==> src/assert_macros.svh <==
// ----------------------------------------------------------------------------
// Assertion macros
// Clocked concurrent assertion helpers. They compile to nothing in synthesis.
// ----------------------------------------------------------------------------
`ifndef ASSERT_MACROS_SVH
`define ASSERT_MACROS_SVH

`ifndef SYNTHESIS
`define ASSERT_CLK(label, clk, rstn, prop, msg) \
    label: assert property (@(posedge clk) disable iff (!(rstn)) prop) \
        else $error(msg);
`define ASSERT_NEVER(label, clk, rstn, expr, msg) \
    label: assert property (@(posedge clk) disable iff (!(rstn)) !(expr)) \
        else $error(msg);
`else
`define ASSERT_CLK(label, clk, rstn, prop, msg)
`define ASSERT_NEVER(label, clk, rstn, expr, msg)
`endif

`endif

==> src/slcp_pkg.sv <==
// ----------------------------------------------------------------------------
// slcp_pkg
// Shared types and constants of the sync/length/checksum packet link.
// ----------------------------------------------------------------------------
`timescale 1ns / 1ps
`default_nettype none

package slcp_pkg;

    localparam int BYTE_W        = 8;
    localparam int LEN_W         = 16;
    localparam int POS_W         = 17;
    localparam int TICK_W        = 32;
    localparam int S_TDATA_W     = 24;
    localparam int S_TUSER_W     = 3;
    localparam int M_TDATA_W     = 32;
    localparam int M_TUSER_W     = 2;
    localparam int CFG_INDEX_W   = 1;
    localparam int CFG_DATA_W    = 32;
    localparam int QUEUE_DEPTH_DEF = 4;

    localparam logic [BYTE_W-1:0] SYNC_A = 8'hAA;
    localparam logic [BYTE_W-1:0] SYNC_B = 8'h55;
    // Sum of the two sync bytes.
    localparam logic [BYTE_W-1:0] SYNC_SUM = 8'hFF;
    // Sync pair plus both length/complement pairs add up to 3 * 0xFF.
    localparam logic [BYTE_W-1:0] HDR_SUM_BASE = 8'hFD;

    localparam logic [TICK_W-1:0] TIMEOUT_RESET = 32'd1000;
    localparam logic [LEN_W-1:0]  LIMIT_RESET   = 16'hFFFF;

    localparam logic [CFG_INDEX_W-1:0] CFG_TIMEOUT   = 1'b0;
    localparam logic [CFG_INDEX_W-1:0] CFG_LEN_LIMIT = 1'b1;

    typedef enum logic [2:0] {
        CMD_BEGIN_SEND = 3'd0,
        CMD_SEND_BYTE  = 3'd1,
        CMD_RX_BYTE    = 3'd2,
        CMD_ARM        = 3'd3,
        CMD_TICK       = 3'd4
    } cmd_t;

    typedef enum logic [1:0] {
        KIND_TX_BYTE   = 2'd0,
        KIND_RX_BYTE   = 2'd1,
        KIND_RX_STATUS = 2'd2
    } out_kind_t;

    typedef enum logic [1:0] {
        RX_GOOD     = 2'd0,
        RX_BAD_SUM  = 2'd1,
        RX_OVERFLOW = 2'd2,
        RX_TIMEOUT  = 2'd3
    } rx_status_t;

    typedef enum logic [1:0] {
        JOB_ONE    = 2'd0,
        JOB_PAIR   = 2'd1,
        JOB_HEADER = 2'd2
    } job_kind_t;

    // One queued job. For a header job byte_a is the packet id, byte_b the
    // header checksum and length the payload length.
    typedef struct packed {
        job_kind_t         jkind;
        out_kind_t         okind;
        logic [BYTE_W-1:0] byte_a;
        logic [BYTE_W-1:0] byte_b;
        rx_status_t        status;
        logic [LEN_W-1:0]  length;
    } job_t;

    typedef struct packed {
        logic full;
        logic empty;
    } q_status_t;

endpackage

`default_nettype wire

==> src/slcp_front.sv <==
// ----------------------------------------------------------------------------
// slcp_front
// Accepts input items, keeps the transmit and receive state and turns each
// item into at most one job for the result queue.
// ----------------------------------------------------------------------------
`timescale 1ns / 1ps
`default_nettype none

module slcp_front (
    input  wire                                 aclk,
    input  wire                                 aresetn,
    input  wire                                 s_tvalid,
    output logic                                s_tready,
    input  wire  [slcp_pkg::S_TDATA_W-1:0]      s_tdata,
    input  wire  [slcp_pkg::S_TUSER_W-1:0]      s_tuser,
    input  wire                                 cfg_valid,
    input  wire  [slcp_pkg::CFG_INDEX_W-1:0]    cfg_index,
    input  wire  [slcp_pkg::CFG_DATA_W-1:0]     cfg_data,
    input  slcp_pkg::q_status_t                 q_status,
    output logic                                q_push,
    output slcp_pkg::job_t                      q_job
);
    import slcp_pkg::*;

    logic [TICK_W-1:0] timeout_reg;
    logic [LEN_W-1:0]  limit_reg;

    logic [BYTE_W-1:0] packet_id_reg, packet_id_next;
    logic [LEN_W-1:0]  tx_remaining_reg, tx_remaining_next;
    logic [BYTE_W-1:0] tx_sum_reg, tx_sum_next;
    logic              rx_armed_reg, rx_armed_next;
    logic              rx_in_frame_reg, rx_in_frame_next;
    logic [BYTE_W-1:0] rx_prev_reg, rx_prev_next;
    logic [POS_W-1:0]  rx_pos_reg, rx_pos_next;
    logic [LEN_W-1:0]  rx_length_reg, rx_length_next;
    logic [BYTE_W-1:0] rx_sum_reg, rx_sum_next;
    logic [TICK_W-1:0] elapsed_reg, elapsed_next;
    logic [BYTE_W-1:0] hdr_reg [4];

    logic              hdr_we;
    logic [1:0]        hdr_idx;
    logic              accept;
    cmd_t              cmd;
    logic [LEN_W-1:0]  slen;
    logic [BYTE_W-1:0] dbyte;
    logic [LEN_W-1:0]  hdr_len;
    logic [BYTE_W-1:0] sum_plus;
    logic [POS_W-1:0]  frame_end;

    assign s_tready  = !q_status.full;
    assign accept    = s_tvalid && s_tready;
    assign cmd       = cmd_t'(s_tuser);
    assign slen      = s_tdata[LEN_W-1:0];
    assign dbyte     = s_tdata[LEN_W +: BYTE_W];
    assign hdr_len   = {hdr_reg[0], hdr_reg[1]};
    assign sum_plus  = rx_sum_reg + dbyte;
    assign frame_end = {1'b0, rx_length_reg} + POS_W'(7);
    assign hdr_idx   = rx_pos_reg[1:0] - 2'd2;

    always_comb begin
        packet_id_next    = packet_id_reg;
        tx_remaining_next = tx_remaining_reg;
        tx_sum_next       = tx_sum_reg;
        rx_armed_next     = rx_armed_reg;
        rx_in_frame_next  = rx_in_frame_reg;
        rx_prev_next      = rx_prev_reg;
        rx_pos_next       = rx_pos_reg;
        rx_length_next    = rx_length_reg;
        rx_sum_next       = rx_sum_reg;
        elapsed_next      = elapsed_reg;
        hdr_we            = 1'b0;
        q_push            = 1'b0;
        q_job.jkind       = JOB_ONE;
        q_job.okind       = KIND_TX_BYTE;
        q_job.byte_a      = dbyte;
        q_job.byte_b      = '0;
        q_job.status      = RX_GOOD;
        q_job.length      = '0;

        if (accept) begin
            case (cmd)
                CMD_BEGIN_SEND: begin
                    packet_id_next    = packet_id_reg + 8'd1;
                    tx_sum_next       = packet_id_next + HDR_SUM_BASE;
                    tx_remaining_next = slen;
                    q_push            = 1'b1;
                    q_job.jkind       = JOB_HEADER;
                    q_job.byte_a      = packet_id_next;
                    q_job.byte_b      = tx_sum_next;
                    q_job.length      = slen;
                end
                CMD_SEND_BYTE: begin
                    if (tx_remaining_reg != '0) begin
                        tx_sum_next       = tx_sum_reg + dbyte;
                        tx_remaining_next = tx_remaining_reg - 16'd1;
                        q_push            = 1'b1;
                        q_job.byte_b      = tx_sum_next;
                        // The checksum follows the last payload byte.
                        if (tx_remaining_next == '0) begin
                            q_job.jkind = JOB_PAIR;
                        end
                    end
                end
                CMD_RX_BYTE: begin
                    if (rx_armed_reg) begin
                        rx_prev_next = dbyte;
                        if (!rx_in_frame_reg) begin
                            if (rx_prev_reg == SYNC_A && dbyte == SYNC_B) begin
                                rx_in_frame_next = 1'b1;
                                rx_pos_next      = POS_W'(2);
                                rx_sum_next      = SYNC_SUM;
                            end
                        end else if (rx_pos_reg < POS_W'(7)) begin
                            hdr_we      = (rx_pos_reg < POS_W'(6));
                            rx_sum_next = sum_plus;
                            rx_pos_next = rx_pos_reg + POS_W'(1);
                            // Packet id byte: the whole header is in hand.
                            if (rx_pos_reg == POS_W'(6)) begin
                                if (hdr_len > limit_reg) begin
                                    q_push           = 1'b1;
                                    q_job.okind      = KIND_RX_STATUS;
                                    q_job.byte_a     = '0;
                                    q_job.status     = RX_OVERFLOW;
                                    q_job.length     = hdr_len;
                                    rx_in_frame_next = 1'b0;
                                    rx_armed_next    = 1'b0;
                                end else if (hdr_len == '0 ||
                                             hdr_reg[0] != ~hdr_reg[2] ||
                                             hdr_reg[1] != ~hdr_reg[3] ||
                                             dbyte != packet_id_reg) begin
                                    rx_in_frame_next = 1'b0;
                                end else begin
                                    rx_length_next = hdr_len;
                                end
                            end
                        end else if (rx_pos_reg < frame_end) begin
                            q_push      = 1'b1;
                            q_job.okind = KIND_RX_BYTE;
                            rx_sum_next = sum_plus;
                            rx_pos_next = rx_pos_reg + POS_W'(1);
                        end else begin
                            rx_in_frame_next = 1'b0;
                            q_push           = 1'b1;
                            q_job.okind      = KIND_RX_STATUS;
                            q_job.byte_a     = '0;
                            q_job.length     = rx_length_reg;
                            if (rx_sum_reg == dbyte) begin
                                q_job.status  = RX_GOOD;
                                rx_armed_next = 1'b0;
                            end else begin
                                q_job.status = RX_BAD_SUM;
                            end
                        end
                    end
                end
                CMD_ARM: begin
                    rx_armed_next    = 1'b1;
                    rx_in_frame_next = 1'b0;
                    rx_prev_next     = '0;
                    rx_pos_next      = '0;
                    rx_length_next   = '0;
                    rx_sum_next      = '0;
                    elapsed_next     = '0;
                end
                CMD_TICK: begin
                    if (rx_armed_reg) begin
                        if (elapsed_reg != '1) begin
                            elapsed_next = elapsed_reg + 32'd1;
                        end
                        if (elapsed_next > timeout_reg) begin
                            q_push           = 1'b1;
                            q_job.okind      = KIND_RX_STATUS;
                            q_job.byte_a     = '0;
                            q_job.status     = RX_TIMEOUT;
                            rx_armed_next    = 1'b0;
                            rx_in_frame_next = 1'b0;
                        end
                    end
                end
                default: begin
                end
            endcase
        end
    end

    always_ff @(posedge aclk) begin
        if (!aresetn) begin
            timeout_reg      <= TIMEOUT_RESET;
            limit_reg        <= LIMIT_RESET;
            packet_id_reg    <= '0;
            tx_remaining_reg <= '0;
            tx_sum_reg       <= '0;
            rx_armed_reg     <= 1'b0;
            rx_in_frame_reg  <= 1'b0;
            rx_prev_reg      <= '0;
            rx_pos_reg       <= '0;
            rx_length_reg    <= '0;
            rx_sum_reg       <= '0;
            elapsed_reg      <= '0;
        end else begin
            if (cfg_valid) begin
                case (cfg_index)
                    CFG_TIMEOUT:   timeout_reg <= cfg_data[TICK_W-1:0];
                    CFG_LEN_LIMIT: limit_reg   <= cfg_data[LEN_W-1:0];
                    default: begin
                    end
                endcase
            end
            packet_id_reg    <= packet_id_next;
            tx_remaining_reg <= tx_remaining_next;
            tx_sum_reg       <= tx_sum_next;
            rx_armed_reg     <= rx_armed_next;
            rx_in_frame_reg  <= rx_in_frame_next;
            rx_prev_reg      <= rx_prev_next;
            rx_pos_reg       <= rx_pos_next;
            rx_length_reg    <= rx_length_next;
            rx_sum_reg       <= rx_sum_next;
            elapsed_reg      <= elapsed_next;
        end
    end

    // Header bytes are always written within a frame before they are read.
    always_ff @(posedge aclk) begin
        if (hdr_we) begin
            hdr_reg[hdr_idx] <= dbyte;
        end
    end

endmodule

`default_nettype wire

==> src/slcp_queue.sv <==
// ----------------------------------------------------------------------------
// slcp_queue
// Short job queue between the front and the back of the packet link.
// ----------------------------------------------------------------------------
`timescale 1ns / 1ps
`default_nettype none

module slcp_queue #(
    parameter int DEPTH = slcp_pkg::QUEUE_DEPTH_DEF
) (
    input  wire                  aclk,
    input  wire                  aresetn,
    input  wire                  push,
    input  slcp_pkg::job_t       push_job,
    input  wire                  pop,
    output slcp_pkg::job_t       head_job,
    output slcp_pkg::q_status_t  status
);
    import slcp_pkg::*;

    localparam int PTR_W = (DEPTH > 1) ? $clog2(DEPTH) : 1;
    localparam int CNT_W = $clog2(DEPTH + 1);
    localparam logic [PTR_W-1:0] LAST_PTR = PTR_W'(DEPTH - 1);

    job_t             mem_reg [DEPTH];
    logic [PTR_W-1:0] wr_ptr_reg, rd_ptr_reg;
    logic [CNT_W-1:0] count_reg;
    logic             do_push, do_pop;

    assign status.full  = (count_reg == CNT_W'(DEPTH));
    assign status.empty = (count_reg == '0);
    assign do_push      = push && !status.full;
    assign do_pop       = pop && !status.empty;
    assign head_job     = mem_reg[rd_ptr_reg];

    always_ff @(posedge aclk) begin
        if (!aresetn) begin
            wr_ptr_reg <= '0;
            rd_ptr_reg <= '0;
            count_reg  <= '0;
        end else begin
            if (do_push) begin
                wr_ptr_reg <= (wr_ptr_reg == LAST_PTR) ? '0 : wr_ptr_reg + PTR_W'(1);
            end
            if (do_pop) begin
                rd_ptr_reg <= (rd_ptr_reg == LAST_PTR) ? '0 : rd_ptr_reg + PTR_W'(1);
            end
            if (do_push && !do_pop) begin
                count_reg <= count_reg + CNT_W'(1);
            end else if (do_pop && !do_push) begin
                count_reg <= count_reg - CNT_W'(1);
            end
        end
    end

    always_ff @(posedge aclk) begin
        if (do_push) begin
            mem_reg[wr_ptr_reg] <= push_job;
        end
    end

endmodule

`default_nettype wire

==> src/slcp_back.sv <==
// ----------------------------------------------------------------------------
// slcp_back
// Expands queued jobs into result items, one per cycle unless m_tready stalls
// them, through an output register.
// ----------------------------------------------------------------------------
`timescale 1ns / 1ps
`default_nettype none

module slcp_back (
    input  wire                              aclk,
    input  wire                              aresetn,
    input  slcp_pkg::job_t                   head_job,
    input  slcp_pkg::q_status_t              q_status,
    output logic                             q_pop,
    output logic                             m_tvalid,
    input  wire                              m_tready,
    output logic [slcp_pkg::M_TDATA_W-1:0]   m_tdata,
    output logic [slcp_pkg::M_TUSER_W-1:0]   m_tuser,
    output logic                             m_tlast
);
    import slcp_pkg::*;

    // Positions within a transmitted header.
    localparam logic [2:0] ST_SYNC_A  = 3'd0;
    localparam logic [2:0] ST_SYNC_B  = 3'd1;
    localparam logic [2:0] ST_LEN_HI  = 3'd2;
    localparam logic [2:0] ST_LEN_LO  = 3'd3;
    localparam logic [2:0] ST_NLEN_HI = 3'd4;
    localparam logic [2:0] ST_NLEN_LO = 3'd5;
    localparam logic [2:0] ST_ID      = 3'd6;

    logic [2:0]        step_reg;
    logic              valid_reg;
    out_kind_t         kind_reg;
    logic [BYTE_W-1:0] byte_reg;
    rx_status_t        status_reg;
    logic [LEN_W-1:0]  len_reg;
    logic              last_reg;

    logic              load;
    logic [BYTE_W-1:0] cur_byte;
    logic              cur_last;

    assign load  = !q_status.empty && (!valid_reg || m_tready);
    assign q_pop = load && cur_last;

    always_comb begin
        cur_byte = head_job.byte_a;
        cur_last = 1'b1;
        case (head_job.jkind)
            JOB_PAIR: begin
                cur_last = (step_reg != '0);
                cur_byte = cur_last ? head_job.byte_b : head_job.byte_a;
            end
            JOB_HEADER: begin
                cur_last = 1'b0;
                case (step_reg)
                    ST_SYNC_A:  cur_byte = SYNC_A;
                    ST_SYNC_B:  cur_byte = SYNC_B;
                    ST_LEN_HI:  cur_byte = head_job.length[LEN_W-1 -: BYTE_W];
                    ST_LEN_LO:  cur_byte = head_job.length[BYTE_W-1:0];
                    ST_NLEN_HI: cur_byte = ~head_job.length[LEN_W-1 -: BYTE_W];
                    ST_NLEN_LO: cur_byte = ~head_job.length[BYTE_W-1:0];
                    ST_ID: begin
                        cur_byte = head_job.byte_a;
                        cur_last = (head_job.length != '0);
                    end
                    default: begin
                        // Checksum right after the header of an empty packet.
                        cur_byte = head_job.byte_b;
                        cur_last = 1'b1;
                    end
                endcase
            end
            default: begin
            end
        endcase
    end

    always_ff @(posedge aclk) begin
        if (!aresetn) begin
            valid_reg <= 1'b0;
            step_reg  <= '0;
        end else if (load) begin
            valid_reg <= 1'b1;
            step_reg  <= cur_last ? '0 : step_reg + 3'd1;
        end else if (m_tready) begin
            valid_reg <= 1'b0;
        end
    end

    always_ff @(posedge aclk) begin
        if (load) begin
            kind_reg   <= (head_job.jkind == JOB_ONE) ? head_job.okind : KIND_TX_BYTE;
            byte_reg   <= cur_byte;
            status_reg <= head_job.status;
            len_reg    <= (head_job.jkind == JOB_ONE) ? head_job.length : '0;
            last_reg   <= cur_last;
        end
    end

    assign m_tvalid = valid_reg;
    assign m_tdata  = {(M_TDATA_W - LEN_W - 2 - BYTE_W)'(0), len_reg, status_reg, byte_reg};
    assign m_tuser  = kind_reg;
    assign m_tlast  = last_reg;

endmodule

`default_nettype wire

==> src/sync_length_checksum_packet_link.sv <==
// ----------------------------------------------------------------------------
// sync_length_checksum_packet_link
// Packet framer and deframer: sync AA 55, length, complemented length,
// packet id, payload and an 8-bit additive checksum.
// ----------------------------------------------------------------------------
//  Channel   Dir  Handshake          Contents
//  s_        in   s_tvalid/s_tready  tuser cmd; tdata send_length, data_byte
//  m_        out  m_tvalid/m_tready  tuser out_kind; tdata byte, status, length
//  cfg_      in   cfg_valid/cfg_ready register index and write data
//
//  An input item is taken in the cycle it arrives while the job queue has room.
//  Most items yield at most one result; begin_send yields 7 or 8 line bytes,
//  produced one per cycle by the back part while m_tready does not stall it.
//  The job queue (QUEUE_DEPTH jobs) lets the front run ahead of the output.
//  aresetn is synchronous and active low; no clearing pass follows reset.
// ----------------------------------------------------------------------------
`timescale 1ns / 1ps
`default_nettype none

`include "assert_macros.svh"

module sync_length_checksum_packet_link #(
    parameter int QUEUE_DEPTH = slcp_pkg::QUEUE_DEPTH_DEF
) (
    input  wire                                 aclk,
    input  wire                                 aresetn,
    input  wire                                 s_tvalid,
    output logic                                s_tready,
    input  wire  [slcp_pkg::S_TDATA_W-1:0]      s_tdata,   // send_length, data_byte
    input  wire  [slcp_pkg::S_TUSER_W-1:0]      s_tuser,   // cmd
    output logic                                m_tvalid,
    input  wire                                 m_tready,
    output logic [slcp_pkg::M_TDATA_W-1:0]      m_tdata,   // out_byte, rx_status,
                                                           // frame_length, zero pad
    output logic [slcp_pkg::M_TUSER_W-1:0]      m_tuser,   // out_kind
    output logic                                m_tlast,
    input  wire                                 cfg_valid,
    output logic                                cfg_ready,
    input  wire  [slcp_pkg::CFG_INDEX_W-1:0]    cfg_index,
    input  wire  [slcp_pkg::CFG_DATA_W-1:0]     cfg_data
);
    import slcp_pkg::*;

    q_status_t q_status;
    logic      q_push;
    logic      q_pop;
    job_t      push_job;
    job_t      head_job;

    assign cfg_ready = 1'b1;

    slcp_front u_front (
        .aclk      (aclk),
        .aresetn   (aresetn),
        .s_tvalid  (s_tvalid),
        .s_tready  (s_tready),
        .s_tdata   (s_tdata),
        .s_tuser   (s_tuser),
        .cfg_valid (cfg_valid && cfg_ready),
        .cfg_index (cfg_index),
        .cfg_data  (cfg_data),
        .q_status  (q_status),
        .q_push    (q_push),
        .q_job     (push_job)
    );

    slcp_queue #(
        .DEPTH (QUEUE_DEPTH)
    ) u_queue (
        .aclk     (aclk),
        .aresetn  (aresetn),
        .push     (q_push),
        .push_job (push_job),
        .pop      (q_pop),
        .head_job (head_job),
        .status   (q_status)
    );

    slcp_back u_back (
        .aclk     (aclk),
        .aresetn  (aresetn),
        .head_job (head_job),
        .q_status (q_status),
        .q_pop    (q_pop),
        .m_tvalid (m_tvalid),
        .m_tready (m_tready),
        .m_tdata  (m_tdata),
        .m_tuser  (m_tuser),
        .m_tlast  (m_tlast)
    );

    `ASSERT_NEVER(a_no_push_when_full, aclk, aresetn, q_push && q_status.full, "job pushed into full queue")
    `ASSERT_NEVER(a_no_pop_when_empty, aclk, aresetn, q_pop && q_status.empty, "job popped from empty queue")
    `ASSERT_CLK(a_status_no_byte, aclk, aresetn, (m_tvalid && m_tuser == KIND_RX_STATUS) |-> (m_tdata[7:0] == 8'd0 && m_tlast), "status item carries a byte or is not last")
    `ASSERT_CLK(a_byte_no_status, aclk, aresetn, (m_tvalid && m_tuser != KIND_RX_STATUS) |-> (m_tdata[25:8] == 18'd0), "byte item carries status or length")

endmodule

`default_nettype wire
==> config.mk <==
export PLATFORM = sky130hd
export DESIGN_NAME = sync_length_checksum_packet_link
export DESIGN_NICKNAME = d
export VERILOG_FILES = /design/src/slcp_pkg.sv /design/src/slcp_front.sv /design/src/slcp_queue.sv /design/src/slcp_back.sv /design/src/sync_length_checksum_packet_link.sv
export VERILOG_INCLUDE_DIRS = /design/src /design/src/src
export SDC_FILE = /design/constraint.sdc
export NUM_CORES = 1
export LEC_CHECK = 0
export BUFFER_PORTS_ARGS = -buffer_cell sky130_fd_sc_hd__buf_2
export CORE_MARGIN = 5
export CORE_UTILIZATION = 50
export CTS_BUF_LIST = sky130_fd_sc_hd__clkbuf_2 sky130_fd_sc_hd__clkbuf_4 sky130_fd_sc_hd__clkbuf_8
export DETAILED_ROUTE_END_ITERATION = 8
export GPL_ROUTABILITY_DRIVEN = 0
export PLACE_DENSITY = 0.67
export SYNTH_ARGS = -nofsm -noshare
export SYNTH_HDL_FRONTEND = slang
export SYNTH_SLANG_ARGS = --single-unit
export TNS_END_PERCENT = 10
==> constraint.sdc <==
create_clock -name aclk -period 24.1 [get_ports aclk]
set_input_delay 3.615 -clock aclk [delete_from_list [all_inputs] [get_ports aclk]]
set_output_delay 3.615 -clock aclk [all_outputs]
set_load 0.01 [all_outputs]
== Word level (Yosys, flattened, before mapping) ==
Memory sizes are Yosys's and may differ from the RTL's. A register that Yosys moved wholly into a read port is not among the register bits.
Index checks and enable logic that the tools add are counted.
Word-level totals
  bits in writable memories: 184
  bits of input ports: 65
  bits in latches: 0
  memory bits (read-only): 0
  output and inout port bits: 38
  memories: 2
  bits in registers: 203
  word-level logic and storage cells: 238
Operators by class
  muxes and demuxes: 113
  add/subtract/negate cells: 14
  eq/ne operators: 34
  reduce and logical (&&, ||, !) cells: 43
  bitwise operators: 5
  $lt $le $gt $ge: 5
  multiply operators: 0
  div/mod/pow operators: 0
  shift-type cells: 0
Memory list
  u_queue.mem_reg: words 4, width 38, rd ports 1, clocked after memory_dff 1, wr ports 1, line slcp_queue.sv:25  | job_t mem_reg [DEPTH];
  u_front.hdr_reg: words 4, width 8, rd ports 4, clocked after memory_dff 0, wr ports 1, line slcp_front.sv:38  | logic [BYTE_W-1:0] hdr_reg [4];
Operators with widths (count)
  32-bit two-way mux: 5
  16-bit two-way mux: 7
  18-bit two-way mux: 6
  16-bit case mux with 2 select lines: 3
  17-bit two-way mux: 5
  8-bit two-way mux: 10
  8-bit case mux with 2 select lines: 5
  10-bit two-way mux: 7
  32-bit case mux with 2 select lines: 1
  8-bit case mux with 7 select lines: 1
  1-bit two-way mux: 42
  38-bit two-way mux: 1
  17-bit by 3-bit less-than comparator with 1-bit output, second input constant: 2
  17-bit case mux with 2 select lines: 1
  32-bit by 1-bit adder with 32-bit output, second input constant: 1
  32-bit > comparator: 1
  16-bit zero test: 2
  32-bit != test, second input constant: 1
  8-bit NOT: 4
  16-bit nonzero test: 2
  8-bit != test: 3
  8-bit case mux with 3 select lines: 1
  16-bit by 3-bit adder with 17-bit output, second input constant: 1
  17-bit by 1-bit adder with 17-bit output, second input constant: 1
  42 further kinds: 101

== Depth between registers and ports, before layout ==
Gate-level depths: netlist of run 1.
  depth in word-level cells: 15
  mapped depth: 24

== Cells and area by module ==
A second synthesis of run 1 with hierarchy kept.
Unflattened totals
  cells, all modules: 1960
  area, all modules: 20153.1 um^2
Modules (own cells, without submodules)
  slcp_front: area an instance 12190.4 um^2, cells an instance 1520, instances 1
  slcp_queue: area an instance 5978.2 um^2, cells an instance 249, instances 1
  slcp_back: area an instance 1973.1 um^2, cells an instance 189, instances 1
  sync_length_checksum_packet_link: area an instance 11.3 um^2, cells an instance 2, instances 1

== Least setup slack after synthesis of run 1 ==
Ideal clock, no wire load.
  path kind: input-to-reg
  from: in s_tuser[1] in the netlist's numbering
  to: mem u_queue.mem_reg[3][0] in the netlist's numbering, enable pin
  arrival time: 8485 ps
  slack: 15087 ps
  stages on the path: 7
  data required time: 23572 ps
  cell sequence: clkbuf_1 > nand2b_1 > nor2_1 > and3_1 > a22o_1 > a41oi_2 > nor4_1
Between the ends
  cells in the longest elaborated chain, start to end: 6
  elaborated cells on any way between the ends: 9
  those cells by class: 3 x eq/ne; 4 x mux; 2 x reduce/logical
Ends and longest elaborated chain
  start, declared: line sync_length_checksum_packet_link.sv:30  | input wire [slcp_pkg::S_TUSER_W-1:0] s_tuser,
  3-bit == test (tied with other cells): line slcp_front.sv:81  | case (cmd)
  1-bit case mux with 4 select lines *: line slcp_front.sv:81
  1-bit two-way mux *: line slcp_front.sv:80  | if (accept) begin
  1-bit logical AND *: line slcp_queue.sv:32  | assign do_push = push && !status.full;
  1-bit two-way mux *: line slcp_queue.sv:57  | if (do_push) begin
  1-bit two-way mux (implied by the code) *: line slcp_queue.sv:58  | mem_reg[wr_ptr_reg] <= push_job;
  end, declared: line slcp_queue.sv:25
Every way passes the cells marked *; elsewhere a longest branch is shown, timed or not.

== Final worst setup path of run 1 ==
  from: in s_tuser[2] in the netlist's numbering
  to: reg u_queue.count_reg[2]
Between the ends
  cells in the longest elaborated chain, start to end: 7
  elaborated cells on any way between the ends: 12
  those cells by class: 3 x eq/ne; 3 x mux; 6 x reduce/logical
Ends and longest elaborated chain
  3-bit == test (tied with other cells): line slcp_front.sv:81
  1-bit case mux with 4 select lines *: line slcp_front.sv:81
  1-bit two-way mux *: line slcp_front.sv:80
  1-bit logical AND *: line slcp_queue.sv:32
  net u_queue.do_push: line slcp_queue.sv:28  | logic do_push, do_pop;
  1-bit zero test: line slcp_queue.sv:50  | end else if (do_pop && !do_push) begin
  1-bit logical AND: line slcp_queue.sv:50
  2-bit nonzero test (no source line)
  end signal, assigned: line slcp_queue.sv:49  | count_reg <= count_reg + CNT_W'(1);
  end signal, assigned: line slcp_queue.sv:51  | count_reg <= count_reg - CNT_W'(1);
  end, declared: line slcp_queue.sv:27  | logic [CNT_W-1:0] count_reg;
Mark *: on every way through the listed nets, which the timed path passes. The rest lies on a longest branch.
A chain may end at the register's enable or synchronous reset.

==> results of run 1 <==
[routing by layer]
metal	part of all wire, %	vias to the layer above
met4	3.5	4
li1	-	7323
met1	44	7415
met5	0.037	-
met3	6.8	121
met2	45	540
[kinds of logic after synthesis]
kind of cell / Yosys count / share of synthesized area (%)
xor gates and xnor gates: 106 / 4.616
and+or+nand+nor: 625 / 15.11
DFF: 389 / 49.32
muxes: 72 / 5.965
other: 2 / 0.03734
AOI/OAI and AO/OA: 447 / 14.26
buffers and inverters: 206 / 4.050
adders and majority gates: 105 / 6.643
[power by group through the flow]
stage                     logic (µW)  registers, µW  clock network (µW)
after floorplan                  204            797                   0
after global placement           303            789                   0
after detailed placement         308            789                   0
after CTS                        309            776                 641
after global routing             338            780                 668
final                            308            775                 628
[Yosys cell counts, types with 11 or more instances]
cell type / count / area, µm²
a211oi_1: 15 / 112.6
a21o_1: 12 / 90.09
a21oi_1: 145 / 725.7
a22oi_1: 38 / 285.3
a31oi_1: 17 / 106.4
and2_1: 50 / 312.8
and3_1: 19 / 118.9
clkbuf_1: 85 / 319.1
dfxtp_1: 176 / 3523
edfxtp_1: 213 / 6396
ha_1: 102 / 1276
inv_1: 95 / 356.6
mux2i_1: 31 / 310.3
mux4_2: 38 / 855.8
nand2_1: 230 / 863.3
nand2b_1: 13 / 81.33
nand3_1: 50 / 250.2
nand4_1: 32 / 200.2
nor2_1: 109 / 409.1
nor2b_1: 11 / 68.82
nor3_1: 30 / 150.1
nor4_1: 25 / 156.4
o211ai_1: 37 / 277.8
o21ai_0: 89 / 445.4
o31ai_1: 22 / 165.2
or3_1: 14 / 87.58
or4_1: 12 / 90.09
xnor2_1: 58 / 508.0
xor2_1: 48 / 420.4
[through the flow]
stage | utilization, % | power [µW] | cells
6_report | 56.26 | 1710 | 2604
5_1_grt | 56.26 | 1786 | 2604
4_1_cts | 56.25 | 1726 | 2603
3_5_place_dp | 52.74 | 1098 | 2483
3_3_place_gp | 52.74 | 1092 | 2483
2_1_floorplan | - | 1001 | 1957
[area by class of cell]
cell class	instances	share of cell area, %
antenna	1	0.01120
clock buffer	94	5.116
clock inverter	26	1.131
inverter	97	1.635
multi-input combinational	1362	42.15
sequential	389	44.39
tap	525	2.939
timing repair buffer	110	2.631
[final timing paths]
| kind | endpoint | depth (start not counted) |
|---|---|---|
| worst min register to register | u_front.timeout_reg[21] | 2 |
| worst max-delay path | u_queue.count_reg[2] | 13 |
| worst min-delay path | u_front.timeout_reg[21] | 2 |
| worst max register to register | u_queue.count_reg[2] | 19 |
[cells in the final DEF (no fill, tap or decap), types with 15 or more instances in the layout]
master | netlist | final
nand2_1 | 230 | 230
edfxtp_1 | 213 | 213
dfxtp_1 | 176 | 175
a21oi_1 | 145 | 145
nor2_1 | 109 | 109
ha_1 | 102 | 102
inv_1 | 95 | 95
buf_2 | 7 | 95
o21ai_0 | 89 | 87
clkbuf_8 | 0 | 70
xnor2_1 | 58 | 58
nand3_1 | 50 | 50
xor2_1 | 48 | 48
and2_1 | 50 | 47
a22oi_1 | 38 | 38
mux4_2 | 38 | 38
o211ai_1 | 37 | 37
nand4_1 | 32 | 32
mux2i_1 | 31 | 31
nor3_1 | 30 | 28
nor4_1 | 25 | 24
clkbuf_4 | 0 | 24
o31ai_1 | 22 | 22
and3_1 | 19 | 19
a31oi_1 | 17 | 17
a211oi_1 | 15 | 15
buf_4 | 8 | 15
[tightest hold or removal path, stage by stage, from the launching register on]
cell     delay [ps]
dfxtp_1         310
nand2_1          50
a21oi_1          50
==> impl_metrics.env, run 1 <==
export IMPL_clk_path_buf_depth=3
export IMPL_cts_sinks=389
export IMPL_hold_path_class="flop to flop"
export IMPL_grt_pass1_vias=14780
export IMPL_crit_chain="buf_2, nand2b_1, nor2_1, nand3_1, nor2_1, a41oi_2, nor3_2, ha_1, inv_1, fa_1, xor2_1, or3_1, a21oi_1"
export IMPL_pin_count=103
export IMPL_grt_max_degree=58
export IMPL_vdd_drop_max_mv=0.03837
export IMPL_crit_start="s_tuser[2]"
export IMPL_fillers=3413
export IMPL_die_w_um=210.6
export IMPL_comb_power_share_pct=18.0
export IMPL_hold_buffers=0
export IMPL_period_minus_slack_ps=6272
export IMPL_drtIter0Drc=1310
export IMPL_first_pass_iters=6
export IMPL_holdWs_ps=453.4
export IMPL_slowest_stage="nor3_2"
export IMPL_drive_above_1_share_pct=13.52
export IMPL_cts_resized=0
export IMPL_wl_per_cell_um=19.61
export IMPL_num_vias=15400
export IMPL_setup_viol=0
export IMPL_ant_nets=0
export IMPL_power_frac_clock_pct=36.7
export IMPL_pwr_share_seq_pct=45.3
export IMPL_synth_cells=1952
export IMPL_nNetsFinal=2197
export IMPL_worst_pin_slew_ps=1317
export IMPL_p_leak_uw=0.008298
export IMPL_num_rows=73
export IMPL_place_worst_setup_slack_ps=17300
export IMPL_post_dp_hpwl_um=35600
export IMPL_io_buffers=95
export IMPL_crit_type="input pin to flop"
export IMPL_ys_seq_area_share_pct=49.32
export IMPL_seq_area_um2=9921
export IMPL_largest_register_ffs=152
export IMPL_finClkSkew_ps=30.18
export IMPL_start_util_pct=50.63
export IMPL_postCtsSetupBuffers=0
export IMPL_ys_warn_count=0
export IMPL_critPathTopFamily="simple AND/OR/NAND/NOR gates"
export IMPL_netlist_area_um2=20110
export IMPL_yosys_cell_types_count=77
export IMPL_cp_arrival_ps=6830
export IMPL_drc=0
export IMPL_rsz0062_at_grt="false"
export IMPL_fp_dieH_um=210.6
export IMPL_hold_viol_final=0
export IMPL_ff2ff_setup_slack_ps=17830
export IMPL_timing_final_crit_share_pct=26.03
export IMPL_end_kind="flop"
export IMPL_synth_main_ff_cell="edfxtp_1"
export IMPL_grt_pass1_wl_um=80520
export IMPL_internal_power_uw=1227
export IMPL_crit_path_max_incr_delay_ps=490
export IMPL_cpMostUsedCell="nor2_1"
export IMPL_synth_edf_count=213
export IMPL_met2_usage_pct=35.58
export IMPL_die_area_um2=44340
export IMPL_numCtsBuffers=67
export IMPL_powerDensity_nw_per_um2=76.52
export IMPL_htreeDepth=3
export IMPL_cts_tree="built"
export IMPL_clockRootBuffer="clkbuf_8"
export IMPL_totalWireLength_um=51050
export IMPL_avgSynthCellArea_um2=10.30
export IMPL_path_max_fanout=11
export IMPL_relSlewSlack_pct=11.72
export IMPL_core_um2=39730
export IMPL_status="complete, no violations"
export IMPL_multi_input_area_um2=9422
export IMPL_crit_required_ps=24660
export IMPL_tns_ps=0
export IMPL_critPathBufInv=2
export IMPL_maxCapViolations=0
export IMPL_met1_usage_pct=31.14
export IMPL_clkSlewWorstSetupHoldPaths_ps=60
export IMPL_setup_ws_ps=17830
export IMPL_grtUsageMet3_pct=4.748
export IMPL_ys_ff_latch=389
export IMPL_track_usage_pct=22.61
export IMPL_ys_async_sr_fraction_pct=0
export IMPL_syn_to_final_growth_pct=11.12
export IMPL_viasPerCell=5.915
export IMPL_worst_setup_path_start_kind="input pin"
export IMPL_p_sw_share_pct=28.26
export IMPL_rr_startpoint="u_front.elapsed_reg[3]"
export IMPL_design_area_um2=22350
export IMPL_fmax_mhz=159.4
export IMPL_insertion_delay_ps=640
export IMPL_overflow=0
export IMPL_placedInstanceArea_um2=20950
export IMPL_busiest_layer="met2"
export IMPL_grt_antenna_before_repair=4
export IMPL_slew_violations=0
export IMPL_power_switching_uw=483.4
export IMPL_holdCritStartpoint="u_front.timeout_reg[21]"
No activity file was read; power rests on OpenSTA's default activity.
==> run 2: changes to the inputs <==
--- a/config.mk
+++ b/config.mk
@@ -6,6 +6,7 @@
 export SDC_FILE = /design/constraint.sdc
 export NUM_CORES = 1
 export LEC_CHECK = 0
+export ABC_AREA = 1
 export BUFFER_PORTS_ARGS = -buffer_cell sky130_fd_sc_hd__buf_2
 export CORE_MARGIN = 5
 export CORE_UTILIZATION = 50
==> constraint.sdc (replaced) <==
create_clock -name aclk -period 6.2 [get_ports aclk]
set_input_delay 0.93 -clock aclk [delete_from_list [all_inputs] [get_ports aclk]]
set_output_delay 0.93 -clock aclk [all_outputs]
set_load 0.01 [all_outputs]
==> run 2 against run 1 <==
Clock power rose to 3.8 times the previous value. Count of clock-buffer cells in the layout rose by 7. Sequential cell count did not move. Utilization fell by 0.11 points. Total power rose to 4.0 times the previous value. Global-route usage rose by 0.69 points. Synthesized cell count rose by 27%. Synthesized area rose by 2.1%. Critical path depth rose by 16. Cell count rose by 21%. Die area rose by 2.0%. Critical path type is now flop to flop. Critical endpoint unchanged.
==> impl_metrics.env, run 2 <==
export IMPL_insertion_delay_ps=600
export IMPL_placedInstanceArea_um2=21480
export IMPL_synth_common_cells="nand2_1 (634), inv_1 (252), nor2_1 (233)"
export IMPL_synth_main_ff_cell="edfxtp_1"
export IMPL_place_worst_setup_slack_ps=746.8
export IMPL_grt_pass1_vias=16210
export IMPL_grt_max_degree=77
export IMPL_cp_arrival_ps=5990
export IMPL_yosys_area_top_type="edfxtp_1"
export IMPL_end_kind="flop"
export IMPL_first_pass_iters=6
export IMPL_clkSlewWorstSetupHoldPaths_ps=70
export IMPL_clockRootBuffer="clkbuf_8"
export IMPL_drc=0
export IMPL_synth_edf_count=213
export IMPL_fp_dieH_um=212.7
export IMPL_hold_path_class="flop to flop"
export IMPL_htreeDepth=3
export IMPL_die_area_um2=45220
export IMPL_nNetsFinal=2744
export IMPL_tns_ps=0
export IMPL_synth_cells=2477
export IMPL_path_max_fanout=25
export IMPL_crit_required_ps=6690
export IMPL_powerDensity_nw_per_um2=295.5
export IMPL_crit_start="u_front.elapsed_reg[0]"
export IMPL_yosys_cell_types_count=60
export IMPL_clk_path_buf_depth=3
export IMPL_pin_count=103
export IMPL_p_leak_uw=0.009545
export IMPL_numCtsBuffers=69
export IMPL_post_dp_hpwl_um=37960
export IMPL_ys_top_cells_by_area="edfxtp_1 (31%), dfxtp_1 (17%), nand2_1 (12%), ha_1 (6.2%), inv_1 (4.6%)"
export IMPL_timing_final_crit_share_pct=88.79
export IMPL_relSlewSlack_pct=13.00
export IMPL_mostFrequentLayoutCells="nand2_1 (634), inv_1 (251), nor2_1 (229)"
export IMPL_status="complete, no violations"
export IMPL_maxCapViolations=0
export IMPL_cts_resized=0
export IMPL_num_vias=17130
export IMPL_rr_startpoint="u_front.elapsed_reg[0]"
export IMPL_crit_path_max_incr_delay_ps=620
export IMPL_ys_ff_latch=389
export IMPL_num_rows=74
export IMPL_ys_seq_area_share_pct=48.31
export IMPL_hold_buffers=0
export IMPL_fmax_mhz=181.7
export IMPL_start_util_pct=50.40
export IMPL_overflow=0
export IMPL_largest_register_ffs=152
export IMPL_worst_pin_slew_ps=1301
export IMPL_ys_warn_count=0
export IMPL_n_antenna_cell=0
export IMPL_holdWs_ps=463.3
export IMPL_avgSynthCellArea_um2=8.290
export IMPL_final_common_cell="nand2_1"
export IMPL_totalWireLength_um=53930
export IMPL_grt_antenna_before_repair=0
export IMPL_synth_top_area_share_pct=31.15
export IMPL_drtIter0Drc=1715
export IMPL_ys_async_sr_fraction_pct=0
export IMPL_viasPerCell=5.422
export IMPL_holdCritStartpoint="u_front.rx_prev_reg[7]"
export IMPL_postCtsSetupBuffers=0
export IMPL_synth_most_common_cell="nand2_1"
export IMPL_io_buffers=95
export IMPL_finClkSkew_ps=20.88
export IMPL_core_um2=40740
export IMPL_wl_per_cell_um=17.07
export IMPL_track_usage_pct=23.31
export IMPL_vdd_drop_max_mv=0.2292
export IMPL_setup_ws_ps=695.2
export IMPL_drive_above_1_share_pct=10.85
export IMPL_grt_pass1_wl_um=84310
export IMPL_die_w_um=212.7
export IMPL_slew_violations=0
export IMPL_cts_tree="built"
export IMPL_period_minus_slack_ps=5505
export IMPL_totalPowerFinal_uw=6760
export IMPL_hold_viol_final=0
export IMPL_ant_nets=0
export IMPL_worst_setup_path_start_kind="flop"
export IMPL_netlist_area_um2=20530
export IMPL_cpMostUsedCell="nand2_1"
export IMPL_syn_to_final_growth_pct=11.40
export IMPL_rsz0062_at_grt="false"
export IMPL_setup_viol=0
export IMPL_design_area_um2=22870
export IMPL_slowest_stage="nand4_2"
export IMPL_cts_sinks=389
export IMPL_crit_type="flop to flop"
==> run 2: cell families after synthesis <==
logic type / Yosys count / synth area share (%)
AND/OR/NAND/NOR: 1122 / 22.95
XOR/XNOR: 91 / 3.882
multiplexers: 2 / 0.09750
other: 2 / 0.03657
buffers and inverters: 359 / 6.898
flip-flops: 389 / 48.31
adder cells (fa/ha/maj): 105 / 6.508
AO/OA/AOI/OAI: 407 / 11.32
==> run 2: final cells by class <==
class                           instances  area, µm²
Fill cell                            3765      17860
Sequential cell                       389       9921
Multi-Input combinational cell       1734       9273
Clock buffer                          101       1252
Inverter                              266      998.5
Tap cell                              532      665.6
Timing Repair Buffer                  114      618.1
Clock inverter                         23      146.4
==> run 2: worst paths after layout <==
kind,end,slack (ps),cells past startpoint
min reg2reg,u_front.rx_prev_reg[7],460,2
min,u_front.rx_prev_reg[7],460,2
max,u_queue.count_reg[2],700,29
max reg2reg,u_queue.count_reg[2],700,29
==> run 2: routing by layer <==
metal	track usage, %	share of wire [%]
met5	0	0
met4	9.247	3.2
met3	4.041	7.3
met2	38.54	47
met1	30.72	43
==> run 2: worst max-delay path, delay by kind of cell (launching register included) <==
family | cells | cell delay, ps
and+or+nand+nor | 17 | 3040
adders and majority gates | 4 | 980
AOI/OAI and AO/OA | 4 | 580
DFF | 1 | 430
buffers and inverters | 4 | 340
==> run 2: where the power goes <==
| part | switching (µW) | internal, µW |
|---|---|---|
| combinational | 928 | 400 |
| clock | 1070 | 1340 |
| sequential | 65.2 | 2960 |
==> run 2: stage by stage <==
stage,util (%),std cells
after CTS,56.15,3159
after detailed placement,52.72,3035
after floorplan,-,2482
after global placement,52.72,3035
final,56.15,3159
after global routing,56.15,3159
